File: src/rtl/sha1sh_pkg.sv
package sha1sh_pkg;

    localparam int BLK_BITS    = 512;
    localparam int WORD_BITS   = 32;
    localparam int FILL_BITS   = 6;
    localparam int CNT_BITS    = 61;
    localparam int LEN_BITS    = 64;
    localparam int CHAIN_WORDS = 5;
    localparam int ROUNDS      = 80;

    localparam logic [FILL_BITS-1:0] FILL_LAST  = 6'd63;
    localparam logic [FILL_BITS-1:0] FILL_LEN   = 6'd56;
    localparam logic [2:0]           WORD_LAST  = 3'(CHAIN_WORDS - 1);
    localparam logic [6:0]           ROUND_LAST = 7'(ROUNDS - 1);

    localparam logic [7:0] PAD_MARK = 8'h80;

    localparam logic [WORD_BITS-1:0] IV0 = 32'h67452301;
    localparam logic [WORD_BITS-1:0] IV1 = 32'hEFCDAB89;
    localparam logic [WORD_BITS-1:0] IV2 = 32'h98BADCFE;
    localparam logic [WORD_BITS-1:0] IV3 = 32'h10325476;
    localparam logic [WORD_BITS-1:0] IV4 = 32'hC3D2E1F0;

    localparam logic [WORD_BITS-1:0] RC0_RST = 32'h5A827999;
    localparam logic [WORD_BITS-1:0] RC1_RST = 32'h6ED9EBA1;
    localparam logic [WORD_BITS-1:0] RC2_RST = 32'h8F1BBCDC;
    localparam logic [WORD_BITS-1:0] RC3_RST = 32'hCA62C1D6;

    // configuration register indexes
    localparam logic [2:0] REG_RC0  = 3'd0;
    localparam logic [2:0] REG_RC1  = 3'd1;
    localparam logic [2:0] REG_RC2  = 3'd2;
    localparam logic [2:0] REG_RC3  = 3'd3;
    localparam logic [2:0] REG_MASK = 3'd4;

    typedef enum logic [1:0] {
        SEL_BYTE = 2'd0,
        SEL_MARK = 2'd1,
        SEL_ZERO = 2'd2,
        SEL_LEN  = 2'd3
    } t_shift_sel;

    typedef enum logic [1:0] {
        GRP_CH  = 2'd0,
        GRP_PAR = 2'd1,
        GRP_MAJ = 2'd2,
        GRP_PR2 = 2'd3
    } t_rgrp;

    typedef struct packed {
        logic       shift;
        t_shift_sel sel;
        logic       count;
        logic       load;
        logic       round;
        t_rgrp      rgrp;
        logic       add;
        logic       restart;
        logic       out_load;
        logic       out_err;
        logic [2:0] word_sel;
    } t_cmd;

    typedef struct packed {
        logic fill_last;
        logic fill_ge56;
        logic fill_eq56;
        logic ovf;
        logic cnt_max;
        logic out_free;
    } t_stat;

endpackage

File: src/rtl/sha1_stream_hash_top.sv
// streaming sha-1: one byte per transaction, accepted only while the controller is idle
// a full 64-byte block: load, the rounds on one shared round unit, then the chain add
// end of message: mark, zero and length padding plus one or two block compressions,
// then 5 digest words (or one error word) from a registered output stage
// no byte taken mid-compression; synchronous active-low reset to the initial vector
module sha1_stream_hash_top (
    input  logic        i_clk,
    input  logic        i_rst_n,
    input  logic        i_cfg_we,
    input  logic [2:0]  i_cfg_addr,
    input  logic [31:0] i_cfg_wdata,
    input  logic        i_s_axis_tvalid,
    output logic        o_s_axis_tready,
    input  logic [7:0]  i_s_axis_tdata,   // [7:0] data_byte
    input  logic        i_s_axis_tlast,   // message_end
    input  logic [0:0]  i_s_axis_tuser,   // [0] byte_present
    output logic        o_m_axis_tvalid,
    input  logic        i_m_axis_tready,
    output logic [31:0] o_m_axis_tdata,   // [31:0] digest_word
    output logic        o_m_axis_tlast,   // word_last
    output logic [0:0]  o_m_axis_tuser    // [0] status
);

    sha1sh_pkg::t_cmd  cmd;
    sha1sh_pkg::t_stat stat;

    sha1sh_ctrl u_ctrl (
        .i_clk        (i_clk),
        .i_rst_n      (i_rst_n),
        .i_in_valid   (i_s_axis_tvalid),
        .i_in_present (i_s_axis_tuser[0]),
        .i_in_end     (i_s_axis_tlast),
        .o_in_ready   (o_s_axis_tready),
        .i_stat       (stat),
        .o_cmd        (cmd)
    );

    sha1sh_dp u_dp (
        .i_clk         (i_clk),
        .i_rst_n       (i_rst_n),
        .i_cfg_we      (i_cfg_we),
        .i_cfg_addr    (i_cfg_addr),
        .i_cfg_wdata   (i_cfg_wdata),
        .i_data_byte   (i_s_axis_tdata),
        .i_cmd         (cmd),
        .o_stat        (stat),
        .i_out_ready   (i_m_axis_tready),
        .o_out_valid   (o_m_axis_tvalid),
        .o_digest_word (o_m_axis_tdata),
        .o_word_last   (o_m_axis_tlast),
        .o_status      (o_m_axis_tuser[0])
    );

endmodule

File: src/rtl/sha1sh_ctrl.sv
module sha1sh_ctrl (
    input  logic               i_clk,
    input  logic               i_rst_n,
    input  logic               i_in_valid,
    input  logic               i_in_present,
    input  logic               i_in_end,
    output logic               o_in_ready,
    input  sha1sh_pkg::t_stat  i_stat,
    output sha1sh_pkg::t_cmd   o_cmd
);

    typedef enum logic [8:0] {
        S_IDLE  = 9'b000000001,
        S_LOAD  = 9'b000000010,
        S_ROUND = 9'b000000100,
        S_ADD   = 9'b000001000,
        S_MARK  = 9'b000010000,
        S_ZERO  = 9'b000100000,
        S_LEN   = 9'b001000000,
        S_OUT   = 9'b010000000,
        S_ERR   = 9'b100000000
    } t_state;

    typedef enum logic [1:0] {
        PH_DATA  = 2'd0,
        PH_PAD1  = 2'd1,
        PH_FINAL = 2'd2
    } t_phase;

    t_state     r_state, n_state;
    t_phase     r_phase, n_phase;
    logic       r_end, n_end;
    logic       r_to64, n_to64;
    logic [6:0] r_round, n_round;
    logic [2:0] r_widx, n_widx;
    logic       take;
    logic       ovf_now;

    always_ff @(posedge i_clk) begin
        if (!i_rst_n) begin
            r_state <= S_IDLE;
            r_phase <= PH_DATA;
            r_end   <= 1'b0;
            r_to64  <= 1'b0;
            r_round <= '0;
            r_widx  <= '0;
        end else begin
            r_state <= n_state;
            r_phase <= n_phase;
            r_end   <= n_end;
            r_to64  <= n_to64;
            r_round <= n_round;
            r_widx  <= n_widx;
        end
    end

    always_comb begin
        n_state    = r_state;
        n_phase    = r_phase;
        n_end      = r_end;
        n_to64     = r_to64;
        n_round    = r_round;
        n_widx     = r_widx;
        o_cmd      = '0;
        o_in_ready = 1'b0;
        take       = 1'b0;
        ovf_now    = 1'b0;
        unique case (r_state)
            S_IDLE: begin
                o_in_ready = 1'b1;
                if (i_in_valid) begin
                    take = i_in_present && !i_stat.ovf;
                    if (take) begin
                        o_cmd.shift = 1'b1;
                        o_cmd.sel   = sha1sh_pkg::SEL_BYTE;
                        o_cmd.count = 1'b1;
                    end
                    ovf_now = i_stat.ovf || (take && i_stat.cnt_max);
                    if (take && i_stat.fill_last) begin
                        n_state = S_LOAD;
                        n_phase = PH_DATA;
                        n_end   = i_in_end;
                    end else if (i_in_end) begin
                        n_state = ovf_now ? S_ERR : S_MARK;
                    end
                end
            end
            S_LOAD: begin
                o_cmd.load = 1'b1;
                n_round    = '0;
                n_state    = S_ROUND;
            end
            S_ROUND: begin
                o_cmd.round = 1'b1;
                if (r_round < 7'd20) begin
                    o_cmd.rgrp = sha1sh_pkg::GRP_CH;
                end else if (r_round < 7'd40) begin
                    o_cmd.rgrp = sha1sh_pkg::GRP_PAR;
                end else if (r_round < 7'd60) begin
                    o_cmd.rgrp = sha1sh_pkg::GRP_MAJ;
                end else begin
                    o_cmd.rgrp = sha1sh_pkg::GRP_PR2;
                end
                if (r_round == sha1sh_pkg::ROUND_LAST) begin
                    n_state = S_ADD;
                end else begin
                    n_round = r_round + 7'd1;
                end
            end
            S_ADD: begin
                o_cmd.add = 1'b1;
                case (r_phase)
                    PH_DATA: begin
                        if (r_end) begin
                            n_state = i_stat.ovf ? S_ERR : S_MARK;
                        end else begin
                            n_state = S_IDLE;
                        end
                    end
                    PH_PAD1: begin
                        n_to64  = 1'b0;
                        n_state = S_ZERO;
                    end
                    default: begin
                        n_widx  = '0;
                        n_state = S_OUT;
                    end
                endcase
            end
            S_MARK: begin
                o_cmd.shift = 1'b1;
                o_cmd.sel   = sha1sh_pkg::SEL_MARK;
                if (i_stat.fill_last) begin
                    n_phase = PH_PAD1;
                    n_state = S_LOAD;
                end else begin
                    n_to64  = i_stat.fill_ge56;
                    n_state = S_ZERO;
                end
            end
            S_ZERO: begin
                o_cmd.sel = sha1sh_pkg::SEL_ZERO;
                if (r_to64) begin
                    o_cmd.shift = 1'b1;
                    if (i_stat.fill_last) begin
                        n_phase = PH_PAD1;
                        n_state = S_LOAD;
                    end
                end else if (i_stat.fill_eq56) begin
                    n_state = S_LEN;
                end else begin
                    o_cmd.shift = 1'b1;
                end
            end
            S_LEN: begin
                o_cmd.shift = 1'b1;
                o_cmd.sel   = sha1sh_pkg::SEL_LEN;
                if (i_stat.fill_last) begin
                    n_phase = PH_FINAL;
                    n_state = S_LOAD;
                end
            end
            S_OUT: begin
                if (i_stat.out_free) begin
                    o_cmd.out_load = 1'b1;
                    o_cmd.word_sel = r_widx;
                    if (r_widx == sha1sh_pkg::WORD_LAST) begin
                        o_cmd.restart = 1'b1;
                        n_state       = S_IDLE;
                    end else begin
                        n_widx = r_widx + 3'd1;
                    end
                end
            end
            S_ERR: begin
                if (i_stat.out_free) begin
                    o_cmd.out_load = 1'b1;
                    o_cmd.out_err  = 1'b1;
                    o_cmd.restart  = 1'b1;
                    n_state        = S_IDLE;
                end
            end
            default: begin
                n_state = S_IDLE;
            end
        endcase
    end

endmodule

File: src/rtl/sha1sh_dp.sv
module sha1sh_dp (
    input  logic              i_clk,
    input  logic              i_rst_n,
    input  logic              i_cfg_we,
    input  logic [2:0]        i_cfg_addr,
    input  logic [31:0]       i_cfg_wdata,
    input  logic [7:0]        i_data_byte,
    input  sha1sh_pkg::t_cmd  i_cmd,
    output sha1sh_pkg::t_stat o_stat,
    input  logic              i_out_ready,
    output logic              o_out_valid,
    output logic [31:0]       o_digest_word,
    output logic              o_word_last,
    output logic              o_status
);

    // message block, doubles as the 16-word schedule window (word 0 in the top bits)
    logic [sha1sh_pkg::BLK_BITS-1:0]  r_blk;
    logic [sha1sh_pkg::FILL_BITS-1:0] r_fill;
    logic [sha1sh_pkg::CNT_BITS-1:0]  r_cnt;
    logic                             r_ovf;
    logic [31:0]                      r_chain [sha1sh_pkg::CHAIN_WORDS];
    logic [31:0]                      r_a, r_b, r_c, r_d, r_e;
    logic [31:0]                      r_rc [4];
    logic                             r_mask;
    logic                             r_ovalid;
    logic [31:0]                      r_odata;
    logic                             r_olast;
    logic                             r_ostat;

    logic [7:0]                       shift_byte;
    logic [sha1sh_pkg::LEN_BITS-1:0]  len_shifted;
    logic [31:0]                      w_cur;
    logic [31:0]                      w_mix;
    logic [31:0]                      w_new;
    logic [31:0]                      f_val;
    logic [31:0]                      k_val;
    logic [31:0]                      t_val;
    logic [31:0]                      chain_sel;

    always_comb begin
        len_shifted = {r_cnt, 3'b000} << {r_fill[2:0], 3'b000};
        case (i_cmd.sel)
            sha1sh_pkg::SEL_BYTE: shift_byte = i_data_byte;
            sha1sh_pkg::SEL_MARK: shift_byte = sha1sh_pkg::PAD_MARK;
            sha1sh_pkg::SEL_LEN:  shift_byte = len_shifted[63:56];
            default:              shift_byte = 8'h00;
        endcase
    end

    always_comb begin
        w_cur = r_blk[511:480];
        w_mix = r_blk[95:64] ^ r_blk[255:224] ^ r_blk[447:416] ^ r_blk[511:480];
        w_new = {w_mix[30:0], w_mix[31]};
        case (i_cmd.rgrp)
            sha1sh_pkg::GRP_CH: begin
                f_val = (r_b & r_c) | (~r_b & r_d);
                k_val = r_rc[0];
            end
            sha1sh_pkg::GRP_PAR: begin
                f_val = r_b ^ r_c ^ r_d;
                k_val = r_rc[1];
            end
            sha1sh_pkg::GRP_MAJ: begin
                f_val = (r_b & r_c) | (r_b & r_d) | (r_c & r_d);
                k_val = r_rc[2];
            end
            default: begin
                f_val = r_b ^ r_c ^ r_d;
                k_val = r_rc[3];
            end
        endcase
        t_val = {r_a[26:0], r_a[31:27]} + f_val + r_e + k_val + w_cur;
    end

    always_comb begin
        case (i_cmd.word_sel)
            3'd0:    chain_sel = r_chain[0];
            3'd1:    chain_sel = r_chain[1];
            3'd2:    chain_sel = r_chain[2];
            3'd3:    chain_sel = r_chain[3];
            3'd4:    chain_sel = r_chain[4];
            default: chain_sel = '0;
        endcase
    end

    // configuration registers
    always_ff @(posedge i_clk) begin
        if (!i_rst_n) begin
            r_rc[0] <= sha1sh_pkg::RC0_RST;
            r_rc[1] <= sha1sh_pkg::RC1_RST;
            r_rc[2] <= sha1sh_pkg::RC2_RST;
            r_rc[3] <= sha1sh_pkg::RC3_RST;
            r_mask  <= 1'b0;
        end else if (i_cfg_we) begin
            unique case (i_cfg_addr)
                sha1sh_pkg::REG_RC0:  r_rc[0] <= i_cfg_wdata;
                sha1sh_pkg::REG_RC1:  r_rc[1] <= i_cfg_wdata;
                sha1sh_pkg::REG_RC2:  r_rc[2] <= i_cfg_wdata;
                sha1sh_pkg::REG_RC3:  r_rc[3] <= i_cfg_wdata;
                sha1sh_pkg::REG_MASK: r_mask  <= i_cfg_wdata[0];
                default: ;
            endcase
        end
    end

    // block buffer and working variables
    always_ff @(posedge i_clk) begin
        if (i_cmd.shift) begin
            r_blk <= {r_blk[503:0], shift_byte};
        end else if (i_cmd.load) begin
            if (r_mask) begin
                r_blk[319:288] <= '0;
                r_blk[63:32]   <= '0;
            end
        end else if (i_cmd.round) begin
            r_blk <= {r_blk[479:0], w_new};
        end
        if (i_cmd.load) begin
            r_a <= r_chain[0];
            r_b <= r_chain[1];
            r_c <= r_chain[2];
            r_d <= r_chain[3];
            r_e <= r_chain[4];
        end else if (i_cmd.round) begin
            r_a <= t_val;
            r_b <= r_a;
            r_c <= {r_b[1:0], r_b[31:2]};
            r_d <= r_c;
            r_e <= r_d;
        end
    end

    always_ff @(posedge i_clk) begin
        if (!i_rst_n || i_cmd.restart) begin
            r_chain[0] <= sha1sh_pkg::IV0;
            r_chain[1] <= sha1sh_pkg::IV1;
            r_chain[2] <= sha1sh_pkg::IV2;
            r_chain[3] <= sha1sh_pkg::IV3;
            r_chain[4] <= sha1sh_pkg::IV4;
            r_fill     <= '0;
            r_cnt      <= '0;
            r_ovf      <= 1'b0;
        end else begin
            if (i_cmd.shift) begin
                r_fill <= r_fill + 6'd1;
            end
            if (i_cmd.count) begin
                r_cnt <= r_cnt + 61'd1;
                if (&r_cnt) begin
                    r_ovf <= 1'b1;
                end
            end
            if (i_cmd.add) begin
                r_chain[0] <= r_chain[0] + r_a;
                r_chain[1] <= r_chain[1] + r_b;
                r_chain[2] <= r_chain[2] + r_c;
                r_chain[3] <= r_chain[3] + r_d;
                r_chain[4] <= r_chain[4] + r_e;
            end
        end
    end

    // output register
    always_ff @(posedge i_clk) begin
        if (!i_rst_n) begin
            r_ovalid <= 1'b0;
        end else if (i_cmd.out_load) begin
            r_ovalid <= 1'b1;
        end else if (i_out_ready) begin
            r_ovalid <= 1'b0;
        end
    end

    always_ff @(posedge i_clk) begin
        if (i_cmd.out_load) begin
            r_odata <= i_cmd.out_err ? 32'h0 : chain_sel;
            r_olast <= i_cmd.out_err || (i_cmd.word_sel == sha1sh_pkg::WORD_LAST);
            r_ostat <= i_cmd.out_err;
        end
    end

    assign o_stat.fill_last = (r_fill == sha1sh_pkg::FILL_LAST);
    assign o_stat.fill_ge56 = (r_fill >= sha1sh_pkg::FILL_LEN);
    assign o_stat.fill_eq56 = (r_fill == sha1sh_pkg::FILL_LEN);
    assign o_stat.ovf       = r_ovf;
    assign o_stat.cnt_max   = &r_cnt;
    assign o_stat.out_free  = !r_ovalid || i_out_ready;

    assign o_out_valid   = r_ovalid;
    assign o_digest_word = r_odata;
    assign o_word_last   = r_olast;
    assign o_status      = r_ostat;

endmodule

File: config.mk
export PLATFORM = sky130hd
export DESIGN_NAME = sha1_stream_hash_top
export DESIGN_NICKNAME = d
export VERILOG_FILES = /design/src/rtl/sha1sh_pkg.sv /design/src/rtl/sha1_stream_hash_top.sv /design/src/rtl/sha1sh_ctrl.sv /design/src/rtl/sha1sh_dp.sv
export SDC_FILE = /design/constraint.sdc
export NUM_CORES = 2
export LEC_CHECK = 0
export BUFFER_PORTS_ARGS = -buffer_cell sky130_fd_sc_hd__buf_2
export CAP_MARGIN = 20
export CORE_UTILIZATION = 45
export CTS_BUF_LIST = sky130_fd_sc_hd__clkbuf_16
export DETAILED_ROUTE_END_ITERATION = 12
export PLACE_DENSITY = 0.58
export SYNTH_ARGS = -nofsm -noshare
export SYNTH_HDL_FRONTEND = slang
export SYNTH_SLANG_ARGS = --single-unit
File: constraint.sdc
create_clock -name i_clk -period 15.9 [get_ports i_clk]
set_input_delay 2.385 -clock i_clk [delete_from_list [all_inputs] [get_ports i_clk]]
set_output_delay 2.385 -clock i_clk [all_outputs]
set_load 0.005 [all_outputs]
* After elaboration in Yosys (flattened, before gate mapping)
Memory sizes are Yosys's and may differ from the RTL's.
Index checks and enable logic that the tools add are counted.
** Storage, ports and cells
- Memories kept :: 2
- Bits in registers :: 799
- Word-level logic and storage cells :: 247
- Bits in writable memories :: 288
** Memories
- u_dp.r_chain :: words 5, width 32, read ports 5, clocked after memory_dff 0, write ports 5, line sha1sh_dp.sv:22 : logic [31:0] r_chain [sha1sh_pkg::CHAIN_WORDS];
- u_dp.r_rc :: words 4, width 32, read ports 4, clocked after memory_dff 0, write ports 4, line sha1sh_dp.sv:24 : logic [31:0] r_rc [4];
** Operators by class
- Equality and inequality tests :: 43
- Shift-type cells :: 1
- Reductions and logical operators :: 35
- Multiplexer cells :: 106
- Order comparisons :: 4
- $add $sub $neg :: 13
- Bitwise gates (word level) :: 22
** Operator list (number)
- $mux W512 :: 2
- $mux W32 :: 23
- $add A32 B32 Y32 :: 9
- $mux W224 :: 1
- $mux W192 :: 1
- $pmux W32 S5 :: 1
- $xor A32 B32 Y32 :: 5
- $and A32 B32 Y32 :: 4
- $mux W9 :: 13
- $or A32 B32 Y32 :: 3
- $pmux W32 S3 :: 1
- $pmux W9 S9 :: 1
- $pmux W32 S2 :: 1
- $shl A64 B6 Y64 :: 1
- $reduce_and A62 Y1 :: 1
- $add A61 B1 Y61 const B :: 1
- $reduce_and A61 Y1 :: 1
- $mux W1 :: 35
- $not A32 Y32 :: 1
- $pmux W8 S3 :: 1
- $mux W3 :: 7
- $pmux W9 S2 :: 1
- $mux W2 :: 8
- $ne A2 B2 Y1 const B :: 8
- other kinds (49) :: 94

* Longest topological paths before layout
- Depth in word-level cells :: 13
- Mapped depth :: 30
- Depth with buffers taken out :: 28

* Modules after synthesis
From an unflattened synthesis, not the netlist that was laid out.
** Second synthesis, totals
- Cell total of the unflattened synthesis :: 5080
- Area total of the unflattened synthesis :: 60468.0 um^2
** Modules (own cells, without submodules)
- sha1sh_dp :: area an instance 58825.2 um^2, cells an instance 4878, instances 1
- sha1sh_ctrl :: area an instance 1642.8 um^2, cells an instance 202, instances 1

* Least setup slack after synthesis
OpenSTA, ideal clock, no wires.
- Kind :: input port to flip-flop
- Start :: input i_s_axis_tvalid
- End :: register u_dp.r_blk[288] (netlist bit), enable pin
- Stages on the path :: 6
- Buffers on the path :: 1
- Setup time :: 0.420 ns
- Path slack :: 1.549 ns
- Data arrival time :: 13.931 ns
- Cell sequence :: and3b_1 nor4b_4 nor3_1 clkbuf_1 nand2_1 a21o_1
** Between the ends
- Longest elaborated chain between the ends :: 4
** Ends and longest elaborated chain
- start: declaration :: line sha1_stream_hash_top.sv:12 : input logic i_s_axis_tvalid,
- $mux W4 * :: line sha1sh_ctrl.sv:71 : if (i_in_valid) begin
- $pmux W3 S4 * :: line sha1sh_ctrl.sv:68 : unique case (r_state)
- $ne A3 B1 Y1 (no line) / $reduce_bool A3 Y1 (equally long branches)
- $reduce_and A2 Y1 (no line) *
- end signal: assignment :: line sha1sh_dp.sv:110 : r_blk <= {r_blk[503:0], shift_byte};
- end signal: assignment :: line sha1sh_dp.sv:117 : r_blk <= {r_blk[479:0], w_new};
- end: declaration :: line sha1sh_dp.sv:18 : logic [sha1sh_pkg::BLK_BITS-1:0] r_blk;
Mark *: on every way between the ends. The rest lies on a longest branch, timed or not.
A chain may end at the register's enable or synchronous reset.

* Final worst setup path
- Start :: register u_ctrl.r_state[1]
- End :: register u_dp.r_a[23], data pin
** Between the ends
- Longest elaborated chain between the ends :: 10
** Ends and longest elaborated chain
- start: declaration :: line sha1sh_ctrl.sv:30 : t_state r_state, n_state;
- start signal: assignment :: line sha1sh_ctrl.sv:48 : r_state <= n_state;
- $eq A9 B3 Y1 :: line sha1sh_ctrl.sv:68
- $mux W3 :: line sha1sh_ctrl.sv:68
- $eq A2 B2 Y1 / $logic_not A2 Y1 (equally long branches) :: line sha1sh_dp.sv:55 : case (i_cmd.rgrp)
- $pmux W32 S2 :: line sha1sh_dp.sv:55
- $add A32 B32 Y32 (4 in a row) :: line sha1sh_dp.sv:73 : t_val = {r_a[26:0], r_a[31:27]} + f_val + r_e + k_val + w_cur;
- $mux W32 :: line sha1sh_dp.sv:125 : end else if (i_cmd.round) begin
- $mux W32 * :: line sha1sh_dp.sv:119 : if (i_cmd.load) begin
- end signal: assignment :: line sha1sh_dp.sv:120 : r_a <= r_chain[0];
- end signal: assignment :: line sha1sh_dp.sv:126 : r_a <= t_val;
- end: declaration :: line sha1sh_dp.sv:23 : logic [31:0] r_a, r_b, r_c, r_d, r_e;
Mark *: on every way between the ends. The rest lies on a longest branch, timed or not. The select of a mux whose other input is x is not followed.

==> metrics.cfg <==
[logic_synthesis]
synth_edf_count=994
syn-num-nets=6428
syn_area_mm2=0.05975
synth.top_cell.area_share=0.4995
yosys.cell_types.count=78
synth.avg_cell_area_um2=9.867
yosysSeqAreaShare=0.5307
synthCells=6056
synth_top_flop_cell=edfxtp_1
ys_seq_elements=1087
yosysWarnings=0
yosys.area.top_type=edfxtp_1
synth.area.top_cells=edfxtp_1 (50%), nand2_1 (13%), fa_1 (4.3%), ha_1 (4.0%), dfxtp_1 (3.1%)
async_flop_share=0

[grt]
grt_usage=0.2484
grt_pass1_wl_um=258000
grt_pass1_vias=42260
grt_max_degree=245
grt_overflow_total=0
antenna_found_initial=4

[clocking]
numClockSinks=1087
ctsHoldBuffers=0
numCtsBuffers=121
htreeDepth=3
path_clk_slew_ps=60
clk_path_buf_depth=3
clk_latency_ps=760
cts_tree=yes
post_cts_buffers=0
root_buffer=clkbuf_16
cts_resized=0

[place]
port_buffers=85
post-dp-hpwl_um=114300
pre_cts_slack_ps=8066
gp_congestion=0.9251

[floorplan]
die_h_um=366.4
die-area_mm2=0.1342
start_util=0.4540
core_mm2=0.1316
ios=86
die_w_um=366.4
std_cell_rows=133

[drt]
drc=0
vias=44000
wire_per_inst_um=21.28
vias_per_cell=5.558
routed_wl_um=168400
dr.pass1.iters=8
drtAntennaViolNets=0
drt_iter0_drc=4661

[timing]
slew_viol_final=0
relSlewSlack=0.1815
finClkSkew_ps=43.92
worst_pin_slew_ps=1228
hold_viol=0
fin_crit_ps=7926
timing.fmax_ghz=0.1262
setup_tns_ps=0
setup_violations=0
rsz0062_at_grt=no
fin_crit_sh=0.4985
setup_slack_ps=7974

[final_layout]
syn_to_final_growth_pct=10.43
antenna_cells=0
nNetsFinal=6425
drive_gt1_frac=0.06119
utilization=0.5013

[critical_path]
cpMaxStageDelayCell=o41ai_1
critPathMaxFanout=26
critical_path.most_common_cell=fa_1
cp-end-kind=flop
critPathArrivalTime_ps=8380
critPathKind=flop to flop
cpLargestDelayFamily=simple AND/OR/NAND/NOR gates
cp-start-kind=flop
max_stage_delay_ps=770
worst-path-buf-inv=4
cp.required_ps=16360

[hold_path]
hold_class=flop to flop

[power]
irDropWorstVdd_mv=0.1036
p_leak_nw=26.00
power_density_mw_per_mm2=128.3

[job]
drv_cap=0

[outcome]
status=completed

==> logic make-up after synthesis <==
| group | Yosys count | synth area share |
|---|---|---|
| muxes | 50 | 0.01110 |
| buffers and inverters | 467 | 0.03017 |
| and+or+nand+nor | 2901 | 0.2037 |
| xor gates and xnor gates | 312 | 0.04573 |
| DFF | 1087 | 0.5307 |
| AOI/OAI and AO/OA | 916 | 0.09486 |
| adders and majority gates | 323 | 0.08380 |
==> power breakdown <==
| group | switching (mW) | internal (mW) | total (mW) |
|---|---|---|---|
| sequential | 0.220 | 3.72 | 3.94 |
| combinational | 1.10 | 0.576 | 1.67 |
| clock | 1.22 | 1.63 | 2.85 |
==> layer usage <==
metal | vias up | global-route usage | share of wire
li1 | 20890 | - | -
met1 | 21580 | 0.3576 | 0.46
met2 | 1294 | 0.3916 | 0.46
met3 | 231 | 0.03157 | 0.058
met4 | 2 | 0.07491 | 0.029
met5 | - | 0 | 0.000077
==> placed cells by master (no fill, tap or decap), drive strengths merged, types with 9 or more instances in the layout <==
cell	instances
nor2b	36
clkinv	62
nand4	27
clkbuf	123
o21a	32
a221oi	10
xnor2	190
o31ai	16
and2	79
buf	140
or2	12
a22oi	38
o21bai	18
and3	47
o22ai	11
nor3	39
a21o	83
edfxtp	994
mux4	13
a31oi	41
nand2b	76
inv	228
a222oi	32
a21boi	9
xor2	122
o21ai	234
fa	129
dfxtp	93
bufinv	14
nand2	1997
nor4	12
or3	63
o211ai	14
a211oi	30
a21oi	297
nor2	360
mux2i	37
ha	193
nand3	119
==> worst min-delay path: stages, from the launching register on <==
cell and delay [ps]:
dfxtp_1 310, o21ai_0 70, a21oi_1 60
==> synthesized netlist by cell type, types with 10 or more instances <==
| cell | number |
|---|---|
| nor3_1 | 38 |
| nor2_1 | 359 |
| a211oi_1 | 30 |
| edfxtp_1 | 994 |
| ha_1 | 193 |
| or3_1 | 61 |
| o21bai_1 | 18 |
| and2_1 | 79 |
| nor2b_1 | 36 |
| o21a_1 | 32 |
| nor4_1 | 11 |
| xor2_1 | 122 |
| fa_1 | 129 |
| mux2i_1 | 37 |
| nand4_1 | 27 |
| a221oi_1 | 10 |
| a31oi_1 | 41 |
| o21ai_0 | 232 |
| or2_2 | 11 |
| o22ai_1 | 11 |
| a222oi_1 | 32 |
| a22oi_1 | 38 |
| o31ai_1 | 16 |
| nand3_1 | 119 |
| clkbuf_1 | 221 |
| a21oi_1 | 297 |
| xnor2_1 | 190 |
| o211ai_1 | 14 |
| a21o_1 | 83 |
| buf_1 | 10 |
| mux4_2 | 13 |
| dfxtp_1 | 93 |
| nand2_1 | 1997 |
| inv_1 | 201 |
| nand2b_1 | 76 |
| buf_2 | 34 |
| and3_1 | 47 |
==> metrics by stage <==
stage | instance area (um^2) | hold slack, ps | std cells | power (mW)
4_1_cts | 65990 | 494.1 | 7916 | 8.529
3_5_place_dp | 61990 | 485.8 | 7685 | 5.674
3_3_place_gp | 61990 | 471.9 | 7685 | 5.649
6_report | 65990 | 486.6 | 7916 | 8.465
5_1_grt | 65990 | 520.3 | 7916 | 8.893
2_1_floorplan | 59750 | 444.1 | 6056 | 5.310
==> final cells by class <==
class	instances	area (um^2)
Fill cell	12140	65640
Tap cell	1755	2196
Sequential cell	1087	31710
Clock buffer	123	3078
Multi-Input combinational cell	4502	26430
Timing Repair Buffer	140	900.9
Inverter	201	754.5
Clock inverter	108	922.1
==> path summary, 6_finish.rpt <==
check,startpoint,endpoint,depth (start not counted),slack (ps)
setup / recovery,u_ctrl.r_state[1],u_dp.r_a[23],27,7970
hold / removal,u_dp.r_fill[5],u_dp.r_fill[5],2,490
setup reg to reg,u_ctrl.r_state[1],u_dp.r_a[23],27,7970
hold reg to reg,u_dp.r_fill[5],u_dp.r_fill[5],2,490
==> flip-flops by register name, summed over array words and instances, names as in the netlist, 2 cells and up <==
| signal | flops |
|---|---|
| u_ctrl.r_state | 9 |
| u_dp.r_e | 32 |
| u_dp.r_blk | 512 |
| u_dp.r_fill | 6 |
| u_dp.r_b | 32 |
| u_dp.r_d | 32 |
| u_ctrl.r_phase | 2 |
| u_dp.r_a | 32 |
| u_dp.r_rc | 128 |
| u_ctrl.r_widx | 3 |
| u_dp.r_cnt | 61 |
| u_ctrl.r_round | 7 |
| u_dp.o_digest_word | 32 |
| u_dp.r_c | 32 |
| u_dp.r_chain | 160 |
Power figures use the tool's default switching activity.
